### src/hw/rtl/hlec_pkg.sv
// Package for the history line escape codec.
// Holds the shared constants, codes, character helpers and the result packet type.
// Depends on nothing; the codec modules and the bench import it.
package hlec_pkg;

  localparam int COUNT_WIDTH = 16;
  localparam int LEN_W = 14;
  localparam int LIMIT_W = (COUNT_WIDTH > 16) ? COUNT_WIDTH : 16;
  localparam logic [LIMIT_W-1:0] COUNT_MAX = LIMIT_W'((64'd1 << COUNT_WIDTH) - 64'd1);
  localparam logic [LEN_W-1:0] MAX_LEN_RESET = 14'd4096;

  localparam int MAX_RESULTS = 5;
  localparam int RES_CNT_W = $clog2(MAX_RESULTS + 1);
  localparam int RES_IDX_W = $clog2(MAX_RESULTS);

  localparam int QUEUE_DEPTH = 4;
  localparam int QPTR_W = $clog2(QUEUE_DEPTH);

  localparam int CFG_IDX_W = 2;
  localparam int CFG_DATA_W = LEN_W;
  localparam logic [CFG_IDX_W-1:0] REG_MODE = 2'd0;
  localparam logic [CFG_IDX_W-1:0] REG_MAX_LEN = 2'd1;

  localparam logic MODE_ENCODE = 1'b0;
  localparam logic MODE_DECODE = 1'b1;

  localparam logic KIND_DATA = 1'b0;
  localparam logic KIND_STATUS = 1'b1;

  localparam logic [1:0] ST_GOOD = 2'd0;
  localparam logic [1:0] ST_CORRUPT = 2'd1;
  localparam logic [1:0] ST_OVERLONG = 2'd2;

  localparam logic [7:0] CH_NUL = 8'h00;
  localparam logic [7:0] CH_TAB = 8'h09;
  localparam logic [7:0] CH_NL = 8'h0A;
  localparam logic [7:0] CH_SPACE = 8'h20;
  localparam logic [7:0] CH_BACKSLASH = 8'h5C;
  localparam logic [7:0] CH_LOWER_N = 8'h6E;
  localparam logic [7:0] CH_LOWER_T = 8'h74;
  localparam logic [7:0] CH_LOWER_X = 8'h78;
  localparam logic [7:0] CH_DEL = 8'h7F;

  localparam logic [4:0] DIGIT_BAD = 5'd16;

  typedef enum logic [1:0] {
    ESC_TEXT,
    ESC_BACKSLASH,
    ESC_HEX_HIGH,
    ESC_HEX_LOW
  } esc_phase_t;

  typedef struct packed {
    logic [RES_CNT_W-1:0] count;
    logic kind;
    logic [1:0] status;
    logic [MAX_RESULTS-1:0][7:0] bytes;
  } hlec_pkt_t;

  // Uppercase hex character for one nibble.
  function automatic logic [7:0] hex_char(input logic [3:0] nib);
    logic [7:0] c;
    if (nib < 4'd10) begin
      c = 8'h30 + {4'd0, nib};
    end else begin
      c = 8'h37 + {4'd0, nib};
    end
    return c;
  endfunction

  // Value of a hex digit of either case, DIGIT_BAD for any other byte.
  function automatic logic [4:0] digit_value(input logic [7:0] b);
    logic [7:0] v;
    v = 8'd16;
    if (b >= 8'h30 && b <= 8'h39) begin
      v = b - 8'h30;
    end else if (b >= 8'h61 && b <= 8'h66) begin
      v = b - 8'h57;
    end else if (b >= 8'h41 && b <= 8'h46) begin
      v = b - 8'h37;
    end
    return v[4:0];
  endfunction

endpackage

### src/hw/rtl/hlec_in_if.sv
// Input channel of the history line escape codec: one byte per transaction.
// Depends on nothing.
interface hlec_in_if;
  logic valid;
  logic ready;
  logic [7:0] data_byte;
  logic end_of_line;
  modport source (output valid, output data_byte, output end_of_line, input ready);
  modport sink (input valid, input data_byte, input end_of_line, output ready);
endinterface

### src/hw/rtl/hlec_out_if.sv
// Result channel of the history line escape codec: one result per transaction.
// Depends on nothing.
interface hlec_out_if;
  logic valid;
  logic ready;
  logic [7:0] out_byte;
  logic kind;
  logic [1:0] status;
  logic last;
  modport source (output valid, output out_byte, output kind, output status, output last,
                  input ready);
  modport sink (input valid, input out_byte, input kind, input status, input last,
                output ready);
endinterface

### src/hw/rtl/hlec_cfg_if.sv
// Configuration write channel of the history line escape codec.
// Depends on nothing; index and data widths match the package constants.
interface hlec_cfg_if;
  logic valid;
  logic ready;
  logic [1:0] index;
  logic [13:0] data;
  modport source (output valid, output index, output data, input ready);
  modport sink (input valid, input index, input data, output ready);
endinterface

### src/hw/rtl/hlec_front.sv
// Front end of the codec: configuration registers, line state and byte classification.
// Builds one result packet per input byte. Depends on hlec_pkg and the channel interfaces.
module hlec_front
  import hlec_pkg::*;
(
  input  logic       clk,
  input  logic       rst,
  hlec_in_if.sink    feed,
  hlec_cfg_if.sink   cfg,
  input  logic       push_ready,
  output logic       push,
  output hlec_pkt_t  pkt
);

  logic mode;
  logic [LEN_W-1:0] max_len;
  esc_phase_t phase, phase_next;
  logic [3:0] high_nibble, high_nibble_next;
  logic [LEN_W-1:0] plain_count, plain_count_next;
  logic [COUNT_WIDTH-1:0] encoded_count, encoded_count_next;
  logic corrupt_flag, corrupt_flag_next;
  logic overlong_flag, overlong_flag_next;

  logic accept, cfg_wr, keep, is_nl, at_limit;
  logic [LIMIT_W-1:0] limit_raw, limit;
  logic [4:0] digit;
  esc_phase_t d_phase;
  logic [3:0] d_high;
  logic d_bad, d_emit;
  logic [7:0] d_val;

  assign cfg.ready = 1'b1;
  assign cfg_wr = cfg.valid;
  assign feed.ready = push_ready;
  assign accept = feed.valid && push_ready;
  assign push = accept && (pkt.count != '0);

  assign keep = plain_count < max_len;
  assign is_nl = feed.data_byte == CH_NL;
  assign limit_raw = LIMIT_W'({max_len, 2'b00});
  assign limit = (limit_raw > COUNT_MAX) ? COUNT_MAX : limit_raw;
  assign at_limit = LIMIT_W'(encoded_count) >= limit;
  assign digit = digit_value(feed.data_byte);

  // Escape parser step for one decoded byte of a live line.
  always_comb begin
    d_phase = ESC_TEXT;
    d_high = high_nibble;
    d_bad = 1'b0;
    d_emit = 1'b0;
    d_val = feed.data_byte;
    case (phase)
      ESC_TEXT: begin
        if (feed.data_byte == CH_BACKSLASH) begin
          d_phase = ESC_BACKSLASH;
        end else if (feed.data_byte == CH_NUL) begin
          d_bad = 1'b1;
        end else begin
          d_emit = 1'b1;
        end
      end
      ESC_BACKSLASH: begin
        if (feed.data_byte == CH_BACKSLASH) begin
          d_emit = 1'b1;
        end else if (feed.data_byte == CH_LOWER_N) begin
          d_emit = 1'b1;
          d_val = CH_NL;
        end else if (feed.data_byte == CH_LOWER_T) begin
          d_emit = 1'b1;
          d_val = CH_TAB;
        end else if (feed.data_byte == CH_LOWER_X) begin
          d_phase = ESC_HEX_HIGH;
        end else begin
          d_bad = 1'b1;
        end
      end
      ESC_HEX_HIGH: begin
        if (digit == DIGIT_BAD) begin
          d_bad = 1'b1;
        end else begin
          d_high = digit[3:0];
          d_phase = ESC_HEX_LOW;
        end
      end
      ESC_HEX_LOW: begin
        d_high = 4'd0;
        if (digit == DIGIT_BAD || (high_nibble == 4'd0 && digit == 5'd0)) begin
          d_bad = 1'b1;
        end else begin
          d_emit = 1'b1;
          d_val = {high_nibble, digit[3:0]};
        end
      end
      default: begin
        d_bad = 1'b1;
      end
    endcase
  end

  // Next line state.
  always_comb begin
    phase_next = phase;
    high_nibble_next = high_nibble;
    plain_count_next = plain_count;
    encoded_count_next = encoded_count;
    corrupt_flag_next = corrupt_flag;
    overlong_flag_next = overlong_flag;
    if (mode == MODE_ENCODE) begin
      if (keep) begin
        plain_count_next = plain_count + 1'b1;
      end
      if (feed.end_of_line) begin
        phase_next = ESC_TEXT;
        high_nibble_next = 4'd0;
        plain_count_next = '0;
        encoded_count_next = '0;
        corrupt_flag_next = 1'b0;
        overlong_flag_next = 1'b0;
      end
    end else if (is_nl) begin
      phase_next = ESC_TEXT;
      high_nibble_next = 4'd0;
      plain_count_next = '0;
      encoded_count_next = '0;
      corrupt_flag_next = 1'b0;
      overlong_flag_next = 1'b0;
    end else if (!overlong_flag) begin
      if (at_limit) begin
        overlong_flag_next = 1'b1;
      end else begin
        encoded_count_next = encoded_count + 1'b1;
        if (!corrupt_flag) begin
          phase_next = d_phase;
          high_nibble_next = d_high;
          corrupt_flag_next = d_bad;
          if (d_emit && keep) begin
            plain_count_next = plain_count + 1'b1;
          end
        end
      end
    end
  end

  // Result packet for the byte on the input channel.
  always_comb begin
    pkt = '0;
    if (mode == MODE_ENCODE) begin
      if (keep) begin
        if (feed.data_byte == CH_BACKSLASH || feed.data_byte == CH_NL ||
            feed.data_byte == CH_TAB) begin
          pkt.bytes[0] = CH_BACKSLASH;
          pkt.bytes[1] = (feed.data_byte == CH_BACKSLASH) ? CH_BACKSLASH :
                         (feed.data_byte == CH_NL) ? CH_LOWER_N : CH_LOWER_T;
          pkt.count = RES_CNT_W'(2);
        end else if (feed.data_byte < CH_SPACE || feed.data_byte == CH_DEL) begin
          pkt.bytes[0] = CH_BACKSLASH;
          pkt.bytes[1] = CH_LOWER_X;
          pkt.bytes[2] = hex_char(feed.data_byte[7:4]);
          pkt.bytes[3] = hex_char(feed.data_byte[3:0]);
          pkt.count = RES_CNT_W'(4);
        end else begin
          pkt.bytes[0] = feed.data_byte;
          pkt.count = RES_CNT_W'(1);
        end
      end
      if (feed.end_of_line) begin
        pkt.bytes[RES_IDX_W'(pkt.count)] = CH_NL;
        pkt.count = pkt.count + 1'b1;
      end
    end else if (is_nl) begin
      pkt.kind = KIND_STATUS;
      pkt.count = RES_CNT_W'(1);
      if (overlong_flag) begin
        pkt.status = ST_OVERLONG;
      end else if (corrupt_flag || phase != ESC_TEXT) begin
        pkt.status = ST_CORRUPT;
      end else begin
        pkt.status = ST_GOOD;
      end
    end else if (!overlong_flag && !at_limit && !corrupt_flag && d_emit && keep) begin
      pkt.bytes[0] = d_val;
      pkt.count = RES_CNT_W'(1);
    end
  end

  always_ff @(posedge clk) begin
    if (rst) begin
      mode <= MODE_ENCODE;
      max_len <= MAX_LEN_RESET;
      phase <= ESC_TEXT;
      high_nibble <= 4'd0;
      plain_count <= '0;
      encoded_count <= '0;
      corrupt_flag <= 1'b0;
      overlong_flag <= 1'b0;
    end else if (cfg_wr) begin
      if (cfg.index == REG_MODE) begin
        mode <= cfg.data[0];
        phase <= ESC_TEXT;
        high_nibble <= 4'd0;
        plain_count <= '0;
        encoded_count <= '0;
        corrupt_flag <= 1'b0;
        overlong_flag <= 1'b0;
      end else if (cfg.index == REG_MAX_LEN) begin
        max_len <= cfg.data;
      end
    end else if (accept) begin
      phase <= phase_next;
      high_nibble <= high_nibble_next;
      plain_count <= plain_count_next;
      encoded_count <= encoded_count_next;
      corrupt_flag <= corrupt_flag_next;
      overlong_flag <= overlong_flag_next;
    end
  end

  a_status_single: assert property (@(posedge clk) disable iff (rst)
    (push && pkt.kind == KIND_STATUS) |-> pkt.count == RES_CNT_W'(1))
    else $error("status packet must carry exactly one result");

endmodule

### src/hw/rtl/hlec_queue.sv
// Packet queue between the front end and the result sequencer of the codec.
// Depends on hlec_pkg for the packet type and the queue depth.
module hlec_queue
  import hlec_pkg::*;
(
  input  logic       clk,
  input  logic       rst,
  input  logic       push,
  input  hlec_pkt_t  push_pkt,
  output logic       push_ready,
  output logic       pop_valid,
  input  logic       pop,
  output hlec_pkt_t  pop_pkt
);

  hlec_pkt_t entries [QUEUE_DEPTH];
  logic [QPTR_W-1:0] wr_ptr, rd_ptr;
  logic [QPTR_W:0] level;

  assign push_ready = level != (QPTR_W + 1)'(QUEUE_DEPTH);
  assign pop_valid = level != '0;
  assign pop_pkt = entries[rd_ptr];

  always_ff @(posedge clk) begin
    if (push) begin
      entries[wr_ptr] <= push_pkt;
    end
  end

  always_ff @(posedge clk) begin
    if (rst) begin
      wr_ptr <= '0;
      rd_ptr <= '0;
      level <= '0;
    end else begin
      if (push) begin
        wr_ptr <= wr_ptr + 1'b1;
      end
      if (pop) begin
        rd_ptr <= rd_ptr + 1'b1;
      end
      if (push && !pop) begin
        level <= level + 1'b1;
      end else if (pop && !push) begin
        level <= level - 1'b1;
      end
    end
  end

  a_level_bound: assert property (@(posedge clk) disable iff (rst)
    level <= (QPTR_W + 1)'(QUEUE_DEPTH))
    else $error("queue level beyond depth");

  a_level_grow: assert property (@(posedge clk) disable iff (rst)
    (push && !pop) |=> level == $past(level) + 1'b1)
    else $error("queue level did not grow on a lone push");

endmodule

### src/hw/rtl/hlec_back.sv
// Result sequencer: unpacks queued packets into one result per cycle if result.ready.
// Depends on hlec_pkg and the result channel interface.
module hlec_back
  import hlec_pkg::*;
(
  input  logic       clk,
  input  logic       rst,
  input  logic       pop_valid,
  input  hlec_pkt_t  pop_pkt,
  output logic       pop,
  hlec_out_if.source result
);

  logic busy;
  hlec_pkt_t cur;
  logic [RES_IDX_W-1:0] idx;
  logic at_last, done;

  assign at_last = RES_CNT_W'(idx) == cur.count - 1'b1;
  assign done = result.ready && at_last;
  assign pop = pop_valid && (!busy || done);

  assign result.valid = busy;
  assign result.out_byte = cur.bytes[idx];
  assign result.kind = cur.kind;
  assign result.status = cur.status;
  assign result.last = at_last;

  always_ff @(posedge clk) begin
    if (pop) begin
      cur <= pop_pkt;
    end
  end

  always_ff @(posedge clk) begin
    if (rst) begin
      busy <= 1'b0;
      idx <= '0;
    end else if (pop) begin
      busy <= 1'b1;
      idx <= '0;
    end else if (busy && done) begin
      busy <= 1'b0;
      idx <= '0;
    end else if (busy && result.ready) begin
      idx <= idx + 1'b1;
    end
  end

  a_idx_in_packet: assert property (@(posedge clk) disable iff (rst)
    busy |-> (RES_CNT_W'(idx) < cur.count))
    else $error("result index beyond packet length");

  a_pop_loads_first: assert property (@(posedge clk) disable iff (rst)
    pop |=> (busy && idx == '0))
    else $error("a popped packet must start at its first result");

endmodule

### src/hw/rtl/history_line_escape_codec.sv
// Top level of the history line escape codec; depends on hlec_pkg, the channel interfaces,
// hlec_front, hlec_queue and hlec_back.
// The front end takes one input byte per cycle whenever the four-entry packet queue has
// room and turns it into zero to five results; the back end delivers one result per cycle
// while the result channel is ready. A plain byte yields one result, a two-byte escape two,
// a hex escape four, and a line end one more, so the input rate follows the output side:
// one byte per cycle for text without escapes, less for escaped bytes and line ends.
// Configuration writes are taken at any time and must only come while the block is idle;
// writing mode clears all line state. There is no start-up clearing pass.
module history_line_escape_codec
  import hlec_pkg::*;
(
  input  logic        clk,
  input  logic        rst,
  hlec_in_if.sink     feed,
  hlec_out_if.source  result,
  hlec_cfg_if.sink    cfg
);

  logic push, push_ready, pop, pop_valid;
  hlec_pkt_t push_pkt, pop_pkt;

  hlec_front u_front (
    .clk        (clk),
    .rst        (rst),
    .feed       (feed),
    .cfg        (cfg),
    .push_ready (push_ready),
    .push       (push),
    .pkt        (push_pkt)
  );

  hlec_queue u_queue (
    .clk        (clk),
    .rst        (rst),
    .push       (push),
    .push_pkt   (push_pkt),
    .push_ready (push_ready),
    .pop_valid  (pop_valid),
    .pop        (pop),
    .pop_pkt    (pop_pkt)
  );

  hlec_back u_back (
    .clk       (clk),
    .rst       (rst),
    .pop_valid (pop_valid),
    .pop_pkt   (pop_pkt),
    .pop       (pop),
    .result    (result)
  );

endmodule

### src/flat_wrapper.sv
// flat-port wrapper written by rule: the top's interface ports become plain ports
module history_line_escape_codec_flat import hlec_pkg::*;
  (clk, rst, feed_valid, feed_data_byte, feed_end_of_line, feed_ready, result_valid, result_out_byte, result_kind, result_status, result_last, result_ready, cfg_valid, cfg_index, cfg_data, cfg_ready);
  hlec_in_if feed_i ();
  hlec_out_if result_i ();
  hlec_cfg_if cfg_i ();
  input  logic clk;
  input  logic rst;
  input wire logic [$bits(feed_i.valid)-1:0] feed_valid;
  input wire logic [$bits(feed_i.data_byte)-1:0] feed_data_byte;
  input wire logic [$bits(feed_i.end_of_line)-1:0] feed_end_of_line;
  output wire logic [$bits(feed_i.ready)-1:0] feed_ready;
  output wire logic [$bits(result_i.valid)-1:0] result_valid;
  output wire logic [$bits(result_i.out_byte)-1:0] result_out_byte;
  output wire logic [$bits(result_i.kind)-1:0] result_kind;
  output wire logic [$bits(result_i.status)-1:0] result_status;
  output wire logic [$bits(result_i.last)-1:0] result_last;
  input wire logic [$bits(result_i.ready)-1:0] result_ready;
  input wire logic [$bits(cfg_i.valid)-1:0] cfg_valid;
  input wire logic [$bits(cfg_i.index)-1:0] cfg_index;
  input wire logic [$bits(cfg_i.data)-1:0] cfg_data;
  output wire logic [$bits(cfg_i.ready)-1:0] cfg_ready;
  assign feed_i.valid = feed_valid;
  assign feed_i.data_byte = feed_data_byte;
  assign feed_i.end_of_line = feed_end_of_line;
  assign feed_ready = feed_i.ready;
  assign result_valid = result_i.valid;
  assign result_out_byte = result_i.out_byte;
  assign result_kind = result_i.kind;
  assign result_status = result_i.status;
  assign result_last = result_i.last;
  assign result_i.ready = result_ready;
  assign cfg_i.valid = cfg_valid;
  assign cfg_i.index = cfg_index;
  assign cfg_i.data = cfg_data;
  assign cfg_ready = cfg_i.ready;
  history_line_escape_codec u_core (.clk(clk), .rst(rst), .feed(feed_i), .result(result_i), .cfg(cfg_i));
endmodule
### config.mk
export PLATFORM = sky130hd
export DESIGN_NAME = history_line_escape_codec_flat
export DESIGN_NICKNAME = d
export VERILOG_FILES = /design/src/hw/rtl/hlec_pkg.sv /design/src/hw/rtl/hlec_in_if.sv /design/src/hw/rtl/hlec_out_if.sv /design/src/hw/rtl/hlec_cfg_if.sv /design/src/hw/rtl/hlec_front.sv /design/src/hw/rtl/hlec_queue.sv /design/src/hw/rtl/hlec_back.sv /design/src/hw/rtl/history_line_escape_codec.sv /design/src/flat_wrapper.sv
export SDC_FILE = /design/constraint.sdc
export NUM_CORES = 1
export LEC_CHECK = 0
export BUFFER_PORTS_ARGS = -buffer_cell sky130_fd_sc_hd__buf_2
export CELL_PAD_IN_SITES_DETAIL_PLACEMENT = 0
export CELL_PAD_IN_SITES_GLOBAL_PLACEMENT = 2
export CORE_ASPECT_RATIO = 0.6
export CORE_MARGIN = 8
export CORE_UTILIZATION = 43
export DETAILED_ROUTE_END_ITERATION = 10
export HOLD_SLACK_MARGIN = 0.15
export PLACE_DENSITY_LB_ADDON = 0.1
export SYNTH_ARGS = -nofsm -noshare
export SYNTH_HDL_FRONTEND = slang
export SYNTH_SLANG_ARGS = --single-unit
### constraint.sdc
create_clock -name clk -period 5.3 [get_ports clk]
set_clock_uncertainty 0.2 [all_clocks]
set_input_delay 0.265 -clock clk [delete_from_list [all_inputs] [get_ports clk]]
set_output_delay 0.265 -clock clk [all_outputs]
set_load 0.01 [all_outputs]
# Yosys cells after proc, flatten, opt, wreduce, memory -nomap -nowiden
# Memory sizes are Yosys's and may differ from the RTL's. A register that Yosys moved wholly into a read port is not among the register bits.
# Index checks and enable logic that the tools add are counted.
# word_totals
register_bits	64
mem_bits_rw	184
input_bits	30
output_inout_bits	15
elab_cells	244
memories	1
# op_classes
n_addsub	16
order_cmp	15
n_eq_ne	21
mux	123
bitwise_logic	4
n_reduce_logical	51
# memory_table
memory	words	word_bits	rd	rd_clocked_by_memory_dff	wr	line	rtl
u_core.u_queue.entries	4	46	1	1	1	hlec_queue.sv:16	hlec_pkt_t entries [QUEUE_DEPTH];
# op_table
cell	n
16-bit 2-to-1 mux	11
14-bit 2-to-1 mux	11
32-bit 2-to-1 mux	3
8-bit 2-to-1 mux	10
8-bit by 7-bit == test with 1-bit output, second input constant	5
4-bit 2-to-1 mux	10
40-bit 2-to-1 mux	1
1-bit 2-to-1 mux	36
3-bit 2-to-1 mux	11
24-bit by 30-bit bitwise AND with 30-bit output	1
2-bit 2-to-1 mux	15
30-bit NOT	1
6-bit by 4-bit adder with 7-bit output, first input constant	4
8-bit binary-select mux with 3-bit select	1
8-bit demux with 3-bit select	1
24-bit 2-to-1 mux	1
5-bit 2-to-1 mux	4
1-bit logical AND	18
16-bit by 1-bit adder with 16-bit output, second input constant	1
8-bit by 4-bit == test with 1-bit output, second input constant	2
16-bit >= comparator	1
8-bit by 7-bit >= comparator with 1-bit output, second input constant	2
16-bit > comparator, second input constant	1
8-bit by 7-bit less-or-equal comparator with 1-bit output, second input constant	2
other kinds (48)	77

# Depth between registers and ports, before layout
# Gate-level depths: netlist of run 1.
# depth
ltp_word	21
depth_mapped	19
ltp_nobuf	18

# Hierarchy
# Synthesis of run 1 repeated with hierarchy kept, for this count alone.
# hier_totals
cells_unflattened	1005
hier_area_um2	13694.4
# modules_own_cells
module	n_inst	cells_per_inst	area_each_um2
hlec_queue	1	285	7130.6
hlec_front	1	603	4534.3
hlec_back	1	117	2029.4

# Least setup slack after synthesis of run 1
# OpenSTA, ideal clock, no wires.
# synth_timing
path_kind	register to register
start	register, netlist name u_core.u_back.cur[43]
end	register u_core.u_queue.level[2]
arrival_time_ps	4365
slack_ps	664
stages_incl_launch_ff	14
path_cell_list	edfxtp_1 inv_1 ha_1 xnor2_1 nor3_1 nand2_1 a21oi_1 inv_1 ha_1 inv_1 fa_1 xor2_1 or3_1 a21oi_1
# synth_via
elab_chain_cells	8
# synth_lines
element	line	rtl
3-bit by 1-bit subtractor with 3-bit output *	hlec_back.sv:19	assign at_last = RES_CNT_W'(idx) == cur.count - 1'b1;
3-bit == test *	hlec_back.sv:19	
via result_last	flat_wrapper.sv:17	output wire logic [$bits(result_i.last)-1:0] result_last;
1-bit logical AND *	hlec_back.sv:20	assign done = result.ready && at_last;
1-bit logical OR *	hlec_back.sv:21	assign pop = pop_valid && (!busy || done);
1-bit logical AND *	hlec_back.sv:21	
via u_core.pop	history_line_escape_codec.sv:20	logic push, push_ready, pop, pop_valid;
1-bit zero test	hlec_queue.sv:42	if (push && !pop) begin
1-bit logical AND	hlec_queue.sv:42	
3-bit 2-to-1 mux / 2-bit nonzero test (equally long branches)	-	
end signal: assignment	hlec_queue.sv:43	level <= level + 1'b1;
end signal: assignment	hlec_queue.sv:45	level <= level - 1'b1;
end: declaration	hlec_queue.sv:18	logic [QPTR_W:0] level;
# Mark *: on every way through the listed nets, which the timed path passes. The rest lies on a longest branch.
# A chain may end at the register's enable or synchronous reset.

# Worst setup path after layout of run 1
# layout_timing
start	input port feed_data_byte[1]
end	register u_core.u_queue.level[2]
# layout_via
elab_chain_cells	20
# layout_lines
element	line	rtl
start: declaration	flat_wrapper.sv:10	input wire logic [$bits(feed_i.data_byte)-1:0] feed_data_byte;
8-bit by 7-bit >= comparator with 1-bit output / 8-bit by 7-bit less-or-equal comparator with 1-bit output (equally long branches)	hlec_pkg.sv:79	end else if (b >= 8'h41 && b <= 8'h46) begin
1-bit logical AND	hlec_pkg.sv:79	
5-bit 2-to-1 mux	hlec_pkg.sv:79	
5-bit 2-to-1 mux	hlec_pkg.sv:77	end else if (b >= 8'h61 && b <= 8'h66) begin
5-bit 2-to-1 mux	hlec_pkg.sv:75	if (b >= 8'h30 && b <= 8'h39) begin
5-bit zero test	hlec_front.sv:87	if (digit == DIGIT_BAD || (high_nibble == 4'd0 && digit == 5'd0)) begin
1-bit logical AND	hlec_front.sv:87	
1-bit logical OR	hlec_front.sv:87	
[... 5 more ...]	-	
3-bit 2-to-1 mux	hlec_front.sv:170	end else if (is_nl) begin
3-bit 2-to-1 mux *	hlec_front.sv:147	if (mode == MODE_ENCODE) begin
3-bit nonzero test *	hlec_front.sv:36	assign push = accept && (pkt.count != '0);
1-bit logical AND *	hlec_front.sv:36	
via u_core.push	history_line_escape_codec.sv:20	
1-bit zero test	hlec_queue.sv:44	end else if (pop && !push) begin
1-bit logical AND	hlec_queue.sv:44	
2-bit nonzero test (no source line)	-	
# Mark *: on every way through the listed nets, which the timed path passes. The rest lies on a longest branch. The select of a mux whose other input is x is not followed.

==> impl_metrics.tcl, run 1 <==
set metrics [dict create \
    outcome "complete, no violations" \
    finalSetupTns_ns 0 \
    h-tree-depth 1 \
    fp-row-count 46 \
    port_buffers 43 \
    avgSynthCellArea_um2 12.18 \
    fin_nets 1090 \
    cts_buffers 23 \
    power.share.switching 0.2722 \
    grt_pass1_vias 7739 \
    comb_power_share 0.197 \
    clock_latency_ns 0.54 \
    power.switching_mw 1.425 \
    ys_warn_count 0 \
    post-synth-top-count-cell "edfxtp_1" \
    rsz0062_at_grt "false" \
    fin_cells 1388 \
    root_buffer "clkbuf_16" \
    wl_um 29880 \
    slowest_stage "a2111oi_0" \
    powerDensity_nw_per_um2 397.7 \
    synth_cell_types 73 \
    startpoint_type "input port" \
    final_max_slew_viol_count 0 \
    hpwlAfterDp_um 20930 \
    path_max_fanout 11 \
    yosys.area.top_type "edfxtp_1" \
    wl_per_cell_um 21.53 \
    crit_buf_inv 4 \
    drt-met1-wl_um 15630 \
    vdd_ir_drop_max_v 0.0004041 \
    critical-path-top-delay-family "compound AO/OA/AOI/OAI gates" \
    syn_inst 937 \
    drcViolationCount 0 \
    route.met3.wl_um 2418 \
    ys_ff_latch 239 \
    clock-sinks 239 \
    ant_nets 0 \
    core_um2 26250 \
    fmax_mhz 211.0 \
    die_h_um 142.2 \
    worst-slew-pin-transition_ns 0.9711 \
    finalPower_mw 5.235 \
    cts_tree "built" \
    cts_resized 0 \
    area_growth_pct 15.38 \
    worst_hold_slack_ns 0.1708 \
    highest_layer "met4" \
    cp_data_arrival_time_ns 5.01 \
    grt-ovfl-total 0 \
    start_util 0.4347 \
    grt_usage 0.1870 \
    synthFlopType "edfxtp_1" \
    io_pins 45 \
    drtIter0Drc 622 \
    synth_area_um2 11410 \
    n_antenna_cell 0 \
    die-area_um2 32170 \
    min_period_ns 4.740 \
    async_flop_share 0 \
    drt-vias-per-instance 5.658 \
    max_stage_delay_ns 0.65 \
    p_seq_frac 0.471 \
    preCtsSetupSlack_ns 0.5783 \
    cts_buffer_depth 3 \
    synthTopCellsByArea "edfxtp_1 46%, dfxtp_1 11%, mux4_2 8.1%" \
    intPower_mw 3.810 \
    die_width_um 226.3 \
    antenna_found_initial 0 \
    hold_path.class "in2reg" \
    grt_pass1_wl_um 46420 \
    gp_congestion 0.8650 \
    path_cells "dlygate4sd3_1, buf_2, inv_1, ha_1, nor2_1, a2111oi_0, o21ai_1, a32oi_2, a221oi_2, o311a_1, o22ai_2, ha_1, inv_1, fa_1, xor2_1, or3_1, a21oi_1" \
    seq_area_frac_synth 0.5729 \
    setup_ws_ns 0.5601 \
    dr.pass1.iters 7 \
    slew_headroom 0.3441 \
    synth-edff-count 175 \
    grt_start_max_net_pins 44 \
    critPathCaptureType "flop" \
    hold_violations 0 \
    setup_viol 0 \
    yosysTopAreaCellShare 0.4606 \
    synth_common_cells "175 x edfxtp_1, 78 x nand2_1, 69 x a21oi_1" \
    met2_wirelength_um 11510 \
    timing.final.crit_share 0.8943 \
    clockPowerShare 0.332 \
    clk_pin_slew_ns 0.07 \
    drive_gt1_frac 0.1440 \
    via_count 7853 \
    criticalPathCategory "in2reg" \
    max_cap_violations 0 \
    critPathRequiredTime_ns 5.57 \
    dp_cells 1307 \
    power.leakage_nw 4.702 \
]
-- repair_timing --
item | in CTS | in global routing
setup buffers | 0 | 0
hold endpoints to repair | 64 | 0
hold buffers | 39 | 0
-- metal layers --
metal | vias up | global-route usage
met5 | - | 0
met4 | 0 | 0.02878
met3 | 26 | 0.04528
met2 | 229 | 0.2475
met1 | 3922 | 0.3036
li1 | 3676 | -
-- registers in the layout, indices dropped and copies added, names as in the netlist --
signal                        cells
u_core.u_back.cur                32
u_core.u_back.idx                 3
u_core.u_back.result.kind         1
u_core.u_back.result.status       2
u_core.u_back.result.valid        1
u_core.u_front.corrupt_flag       1
u_core.u_front.encoded_count     16
u_core.u_front.high_nibble        4
u_core.u_front.max_len           14
u_core.u_front.mode               1
u_core.u_front.overlong_flag      1
u_core.u_front.phase              2
u_core.u_front.plain_count       14
u_core.u_queue.entries          140
u_core.u_queue.level              3
u_core.u_queue.rd_ptr             2
u_core.u_queue.wr_ptr             2
-- worst min-delay path, cell delays in order --
cell	delay, ns
buf_2	0.19
a21oi_1	0.17
nor2_1	0.09
-- area by class of cell --
class | count | area (um2)
tap | 360 | 450.4
multi-input combinational | 604 | 4496
fill | 2362 | 13080
clock buffer | 25 | 583.1
clock inverter | 17 | 212.7
timing repair buffer | 95 | 703.2
inverter | 48 | 180.2
sequential | 239 | 6538
-- worst paths after layout --
check / startpoint / to / slack (ns) / cells past startpoint
setup / recovery: feed_data_byte[1] / u_core.u_queue.level[2]$_SDFFE_PP0P_ / 0.56 / 17
hold reg to reg: u_core.u_front.high_nibble[1]$_SDFFE_PP0P_ / u_core.u_front.high_nibble[1]$_SDFFE_PP0P_ / 0.29 / 2
setup reg to reg: u_core.u_front.max_len[1]$_SDFFE_PP0P_ / u_core.u_queue.level[2]$_SDFFE_PP0P_ / 0.60 / 15
hold / removal: feed_data_byte[6] / u_core.u_queue.entries[2][18]$_DFFE_PP_ / 0.17 / 3
-- per-stage QoR --
step,area [um2],utilization
final,13160,0.5015
after global routing,13160,0.5015
after CTS,13160,0.5015
after detailed placement,11980,0.4563
after global placement,11980,0.4563
after floorplan,11420,-
-- power groups by stage --
stage | logic, mW | clock network (mW) | registers, mW
3_3_place_gp | 1.02 | 0 | 2.50
6_report | 1.03 | 1.74 | 2.47
4_1_cts | 1.06 | 1.78 | 2.47
2_1_floorplan | 0.722 | 0 | 2.48
5_1_grt | 1.14 | 1.85 | 2.49
3_5_place_dp | 1.03 | 0 | 2.51
-- kinds of logic after synthesis --
logic type / synth area share
adder cells (fa/ha/maj): 0.05440
multiplexers: 0.08631
flip-flops: 0.5729
XOR/XNOR: 0.01689
AO/OA/AOI/OAI: 0.1057
AND/OR/NAND/NOR: 0.1281
buffers and inverters: 0.03498
other: 0.0006583
-- layout by cell type (no fill, tap or decap), types with 8 or more instances in the layout --
| cell type | count |
|---|---|
| inv_1 | 47 |
| buf_2 | 43 |
| nand2_1 | 78 |
| nand3_1 | 32 |
| xor2_1 | 14 |
| nor3_1 | 20 |
| nor2b_1 | 9 |
| and3_1 | 14 |
| or4_1 | 8 |
| a21o_1 | 8 |
| clkbuf_16 | 23 |
| nor2_1 | 66 |
| o31ai_1 | 8 |
| edfxtp_1 | 175 |
| o21ai_0 | 42 |
| and2_1 | 13 |
| dfxtp_1 | 63 |
| dlygate4sd3_1 | 39 |
| ha_1 | 48 |
| mux4_2 | 41 |
| buf_4 | 13 |
| a21oi_1 | 68 |
| nand4_1 | 10 |
| xnor2_1 | 8 |
No activity file was read; power rests on OpenSTA's default activity.
==> inputs of run 2 (changes only) <==
- CORE_ASPECT_RATIO: 0.6 -> default
==> run 2 against run 1 <==
Die area is 0.53% lower. Routed wire length shrank 7.2%. Largest cell class unchanged. Largest power group unchanged. Cell count down 1.2%. First-iteration DRC count fell by 28%. Clock power increased by 13%. Highest routed layer unchanged.
==> impl_metrics.tcl, run 2 (synthesis results as in run 1) <==
set metrics [dict create \
    cts_buffer_depth 3 \
    power.leakage_nw 4.789 \
    cts.repair_timing.setup_buffer_count 0 \
    port_buffers 43 \
    wl_um 27730 \
    slew_headroom 0.4358 \
    crit_path_start "feed_data_byte[4]" \
    startpoint_type "input port" \
    fmax_mhz 216.3 \
    final_common_cell "edfxtp_1" \
    cp_data_arrival_time_ns 4.88 \
    dr.pass1.iters 5 \
    grt_start_max_net_pins 44 \
    top_register "u_core.u_queue.entries" \
    clock-sinks 239 \
    core_um2 26060 \
    whs_path_depth 3 \
    drtIter0Drc 450 \
    final_max_slew_viol_count 0 \
    min_period_ns 4.623 \
    grt_pass1_vias 7853 \
    grt_pass1_wl_um 44050 \
    start_util 0.4378 \
    largest_register_ffs 140 \
    gp_congestion 0.8363 \
    powerDensity_nw_per_um2 409.3 \
    area_growth_pct 16.85 \
    drt-vias-per-instance 5.670 \
    outcome "complete, no violations" \
    hpwlAfterDp_um 19250 \
    critPathRequiredTime_ns 5.56 \
    fin_cells 1372 \
    reg_top3 "u_core.u_queue.entries (140), u_core.u_back.cur (32), u_core.u_front.encoded_count (16)" \
    fp-row-count 59 \
    cts_buffers 26 \
    worstRegToRegCells 18 \
    finalSetupTns_ns 0 \
    grt_usage 0.1743 \
    max_cap_violations 0 \
    cts_tree "built" \
    via_count 7779 \
    setup_viol 0 \
    vdd_ir_drop_max_v 0.0003432 \
    drive_gt1_frac 0.1458 \
    worst-slew-pin-transition_ns 0.8445 \
    rsz0062_at_grt "false" \
    min_from "feed_data_byte[2]" \
    fin_nets 1095 \
    drcViolationCount 0 \
    die_h_um 178.9 \
    final_area_um2 13330 \
    hold_path.class "in2reg" \
    timing.rr.start "u_core.u_front.plain_count[2]$_SDFFE_PP0P_" \
    wl_per_cell_um 20.21 \
    die-area_um2 32000 \
    hold_violations 0 \
    criticalPathCategory "in2reg" \
    setup_ws_ns 0.6768 \
    dp_cells 1283 \
    grt-ovfl-total 0 \
    critPathCaptureType "flop" \
    clock_latency_ns 0.53 \
    placed_area_um2 11990 \
    antenna_found_initial 1 \
    cts_resized 0 \
    utilization 0.5115 \
    die_width_um 178.9 \
    ant_nets 0 \
    preCtsSetupSlack_ns 0.7211 \
    clk_pin_slew_ns 0.06 \
    path_max_fanout 8 \
    timing.final.crit_share 0.8723 \
    root_buffer "clkbuf_16" \
    final_cell_mix "175 x edfxtp_1, 78 x nand2_1, 68 x a21oi_1, 66 x nor2_1, 63 x dfxtp_1" \
    io_pins 45 \
    h-tree-depth 1 \
]
==> run 2: cell types whose count changed in the layout (fill, tap and decap cells not counted), sizes merged <==
| cell | delta |
|---|---|
| bufinv | +2 |
| buf | +1 |
| clkinv | -2 |
| dlygate4sd3 | +1 |
| inv | -2 |
| clkbuf | +9 |
| clkinvlp | -1 |
| diode | +1 |
==> run 2: timing repair <==
| action | CTS | global route |
|---|---|---|
| hold endpoints to repair | 68 | 0 |
| hold buffers | 40 | 0 |
| setup endpoints to repair | 0 | 0 |
==> run 2: final timing paths <==
kind / slack (ns) / end
min reg2reg: 0.28 / u_core.u_front.high_nibble[2]$_SDFFE_PP0P_
min: 0.23 / u_core.u_queue.entries[2][25]$_DFFE_PP_
max: 0.68 / u_core.u_queue.level[2]$_SDFFE_PP0P_
max reg2reg: 0.90 / u_core.u_queue.level[2]$_SDFFE_PP0P_
==> run 2: worst max-delay path: stages <==
cell,delay [ns]
dlygate4sd3_1,0.53
buf_2,0.18
inv_1,0.17
ha_1,0.21
nor3b_1,0.38
and2_1,0.24
a21oi_1,0.11
o21ai_1,0.31
nor2_1,0.13
ha_1,0.31
a32o_1,0.23
nor3_1,0.08
o22ai_2,0.35
ha_1,0.26
inv_1,0.07
fa_1,0.44
xor2_1,0.17
or3_1,0.30
a21oi_1,0.13
==> run 2: area by class of cell <==
cell class              count  area (um2)
repair buffers             97       758.2
clock buffers              34       711.9
flip-flops and latches    239        6538
well taps                 335       419.2
inverters                  48       180.2
clock inverters            14       225.2
diodes                      1       2.502
multi-input cells         604        4496
fillers                  2264       12730
==> run 2: through the flow <==
step	total power, mW	hold slack [ns]
finish	5.457	0.2330
global route	5.704	0.2353
CTS	5.531	0.1915
detailed placement	3.539	0.2489
global placement	3.503	0.2433
floorplan	3.198	0.2010
==> run 2: per-layer routing <==
metal / up-vias / wire length, um / global-route usage
met5: - / 0 / 0
met4: 0 / 452 / 0.03824
met3: 35 / 1058 / 0.02190
met2: 156 / 13340 / 0.2939
met1: 3898 / 12880 / 0.2371
li1: 3690 / - / -
==> run 2: power by group <==
part           switching (mW)  leakage (nW)  internal [mW]
registers               0.133          2.17           2.37
clock network           0.729         0.447           1.24
logic                   0.542          2.17          0.448
==> inputs of run 3 (changes only) <==
- CORE_UTILIZATION: 43 -> 33
==> run 3 against run 2 <==
Hold slack got worse by 0.053 ns. Register-to-register slack got worse by 0.05 ns. Non-clock buffer count up 1. Clock power shrank 9%. Count of clock-buffer cells in the layout shrank 4. Routed wire length increased by 7.5%. Sequential power hardly changed. Via count fell by 2.1%. Critical endpoint unchanged. Largest cell class unchanged.
==> impl_metrics.tcl, run 3 (synthesis results as in run 1) <==
set metrics [dict create \
    reg_top3 "u_core.u_queue.entries (140), u_core.u_back.cur (32), u_core.u_front.encoded_count (16)" \
    ant_nets 0 \
    setup_ws_ns 0.7316 \
    grt_pass1_wl_um 46920 \
    io_pins 45 \
    min_from "feed_data_byte[1]" \
    dr.pass1.iters 4 \
    nFillCells 3348 \
    fp-row-count 68 \
    startpoint_type "input port" \
    port_buffers 43 \
    drt-vias-per-instance 5.094 \
    hold_path.class "in2reg" \
    grt_start_max_net_pins 44 \
    worstRegToRegCells 17 \
    wl_um 29810 \
    core_um2 34290 \
    preCtsSetupSlack_ns 0.6906 \
    max_cap_violations 0 \
    worst_hold_slack_ns 0.1797 \
    timing.final.crit_share 0.8620 \
    fin_cells 1495 \
    rrSetupSlack_ns 0.85 \
    met2_wirelength_um 14360 \
    grt_usage 0.1452 \
    multi_input_area_um2 4501 \
    min_period_ns 4.568 \
    start_util 0.3327 \
    hold_violations 0 \
    rsz0062_at_grt "false" \
    timing.rr.start "u_core.u_front.plain_count[2]$_SDFFE_PP0P_" \
    clock_latency_ns 0.53 \
    final_max_slew_viol_count 0 \
    regArea_um2 6539 \
    power.leakage_nw 4.764 \
    finalSetupTns_ns 0 \
    criticalPathCategory "in2reg" \
    grt-ovfl-total 0 \
    dp_cells 1406 \
    fin_nets 1097 \
    hpwlAfterDp_um 20750 \
    powerDensity_nw_per_um2 394.0 \
    critPathRequiredTime_ns 5.56 \
    critPathCaptureType "flop" \
    area_growth_pct 17.46 \
    vdd_ir_drop_max_v 0.0002373 \
    cts_resized 0 \
    cp-endpoint "u_core.u_queue.level[2]$_SDFFE_PP0P_" \
    die_h_um 201.9 \
    final_area_um2 13400 \
    r2r-end "u_core.u_queue.level[2]$_SDFFE_PP0P_" \
    antenna_found_initial 1 \
    via_count 7615 \
    clock-sinks 239 \
    crit_path_start "feed_data_byte[5]" \
    highest_layer "met4" \
    drcViolationCount 0 \
    cp_data_arrival_time_ns 4.83 \
    largest_register_ffs 140 \
    grt_pass1_vias 7924 \
    final_common_cell "edfxtp_1" \
    setup_viol 0 \
    cts_buffers 27 \
    route.met3.wl_um 761 \
    root_buffer "clkbuf_16" \
    h-tree-depth 1 \
    die-area_um2 40780 \
    cts_tree "built" \
    final_cell_mix "175 x edfxtp_1, 78 x nand2_1, 68 x a21oi_1, 66 x nor2_1, 62 x dfxtp_1" \
    slew_headroom 0.2863 \
    top_register "u_core.u_queue.entries" \
    drt-met1-wl_um 14200 \
    placed_area_um2 12170 \
    fmax_mhz 218.9 \
    cts_buffer_depth 3 \
    die_width_um 201.9 \
    drtIter0Drc 407 \
    worst-slew-pin-transition_ns 1.070 \
    path_max_fanout 9 \
    wl_per_cell_um 19.94 \
    gp_congestion 0.7578 \
    clk_pin_slew_ns 0.06 \
    drive_gt1_frac 0.1521 \
    outcome "complete, no violations" \
]
## run 3: cell type report
cell class	instances	share of cell area
diodes	1	0.0001867
clock buffers	30	0.05201
clock inverters	20	0.01130
inverters	48	0.01345
multi-input cells	604	0.3359
flip-flops and latches	239	0.4880
well taps	455	0.04248
repair buffers	98	0.05677
## run 3: metrics by stage
stage | utilization | total power [mW]
floorplan | - | 3.198
global placement | 0.3549 | 3.553
detailed placement | 0.3549 | 3.564
CTS | 0.3907 | 5.382
global route | 0.3908 | 5.542
finish | 0.3908 | 5.280
## run 3: worst min path at each step
stage                     depth (start not counted)                                       to  slack, ns
after floorplan                                   2  u_core.u_front.max_len[10]$_SDFFE_PP0P_       0.20
after global placement                            2  u_core.u_front.max_len[13]$_SDFFE_PP0P_       0.25
after detailed placement                          2   u_core.u_front.max_len[4]$_SDFFE_PP0P_       0.25
after CTS                                         2  u_core.u_queue.entries[2][27]$_DFFE_PP_       0.16
after global routing                              2  u_core.u_queue.entries[0][27]$_DFFE_PP_       0.18
final                                             2  u_core.u_queue.entries[1][27]$_DFFE_PP_       0.18
## run 3: power breakdown
part / internal [mW] / leakage (nW) / switching, mW
Sequential: 2.37 / 2.17 / 0.145
Combinational: 0.447 / 2.18 / 0.542
Clock: 1.04 / 0.414 / 0.737
## run 3: timing repair
item                                   CTS  global route
endpoints found under the hold margin   59             0
setup buffers                            0             0
hold buffers                            38             0
## run 3: worst max-delay path, stage by stage
cell and delay (ns):
dlygate4sd3_1 0.52, buf_2 0.18, ha_1 0.24, or3b_1 0.52, a21o_1 0.26, mux2i_1 0.18, a32oi_2 0.39, a221oi_2 0.17
o311a_1 0.40, o22ai_2 0.34, ha_1 0.26, inv_1 0.06, fa_1 0.43, xor2_1 0.18, or3_1 0.30, a21oi_1 0.14
## run 3: metal layers
layer	global-route usage	vias to the layer above
li1	-	3697
met1	0.1935	3817
met2	0.2483	68
met3	0.01985	33
met4	0.03157	0
met5	0	-
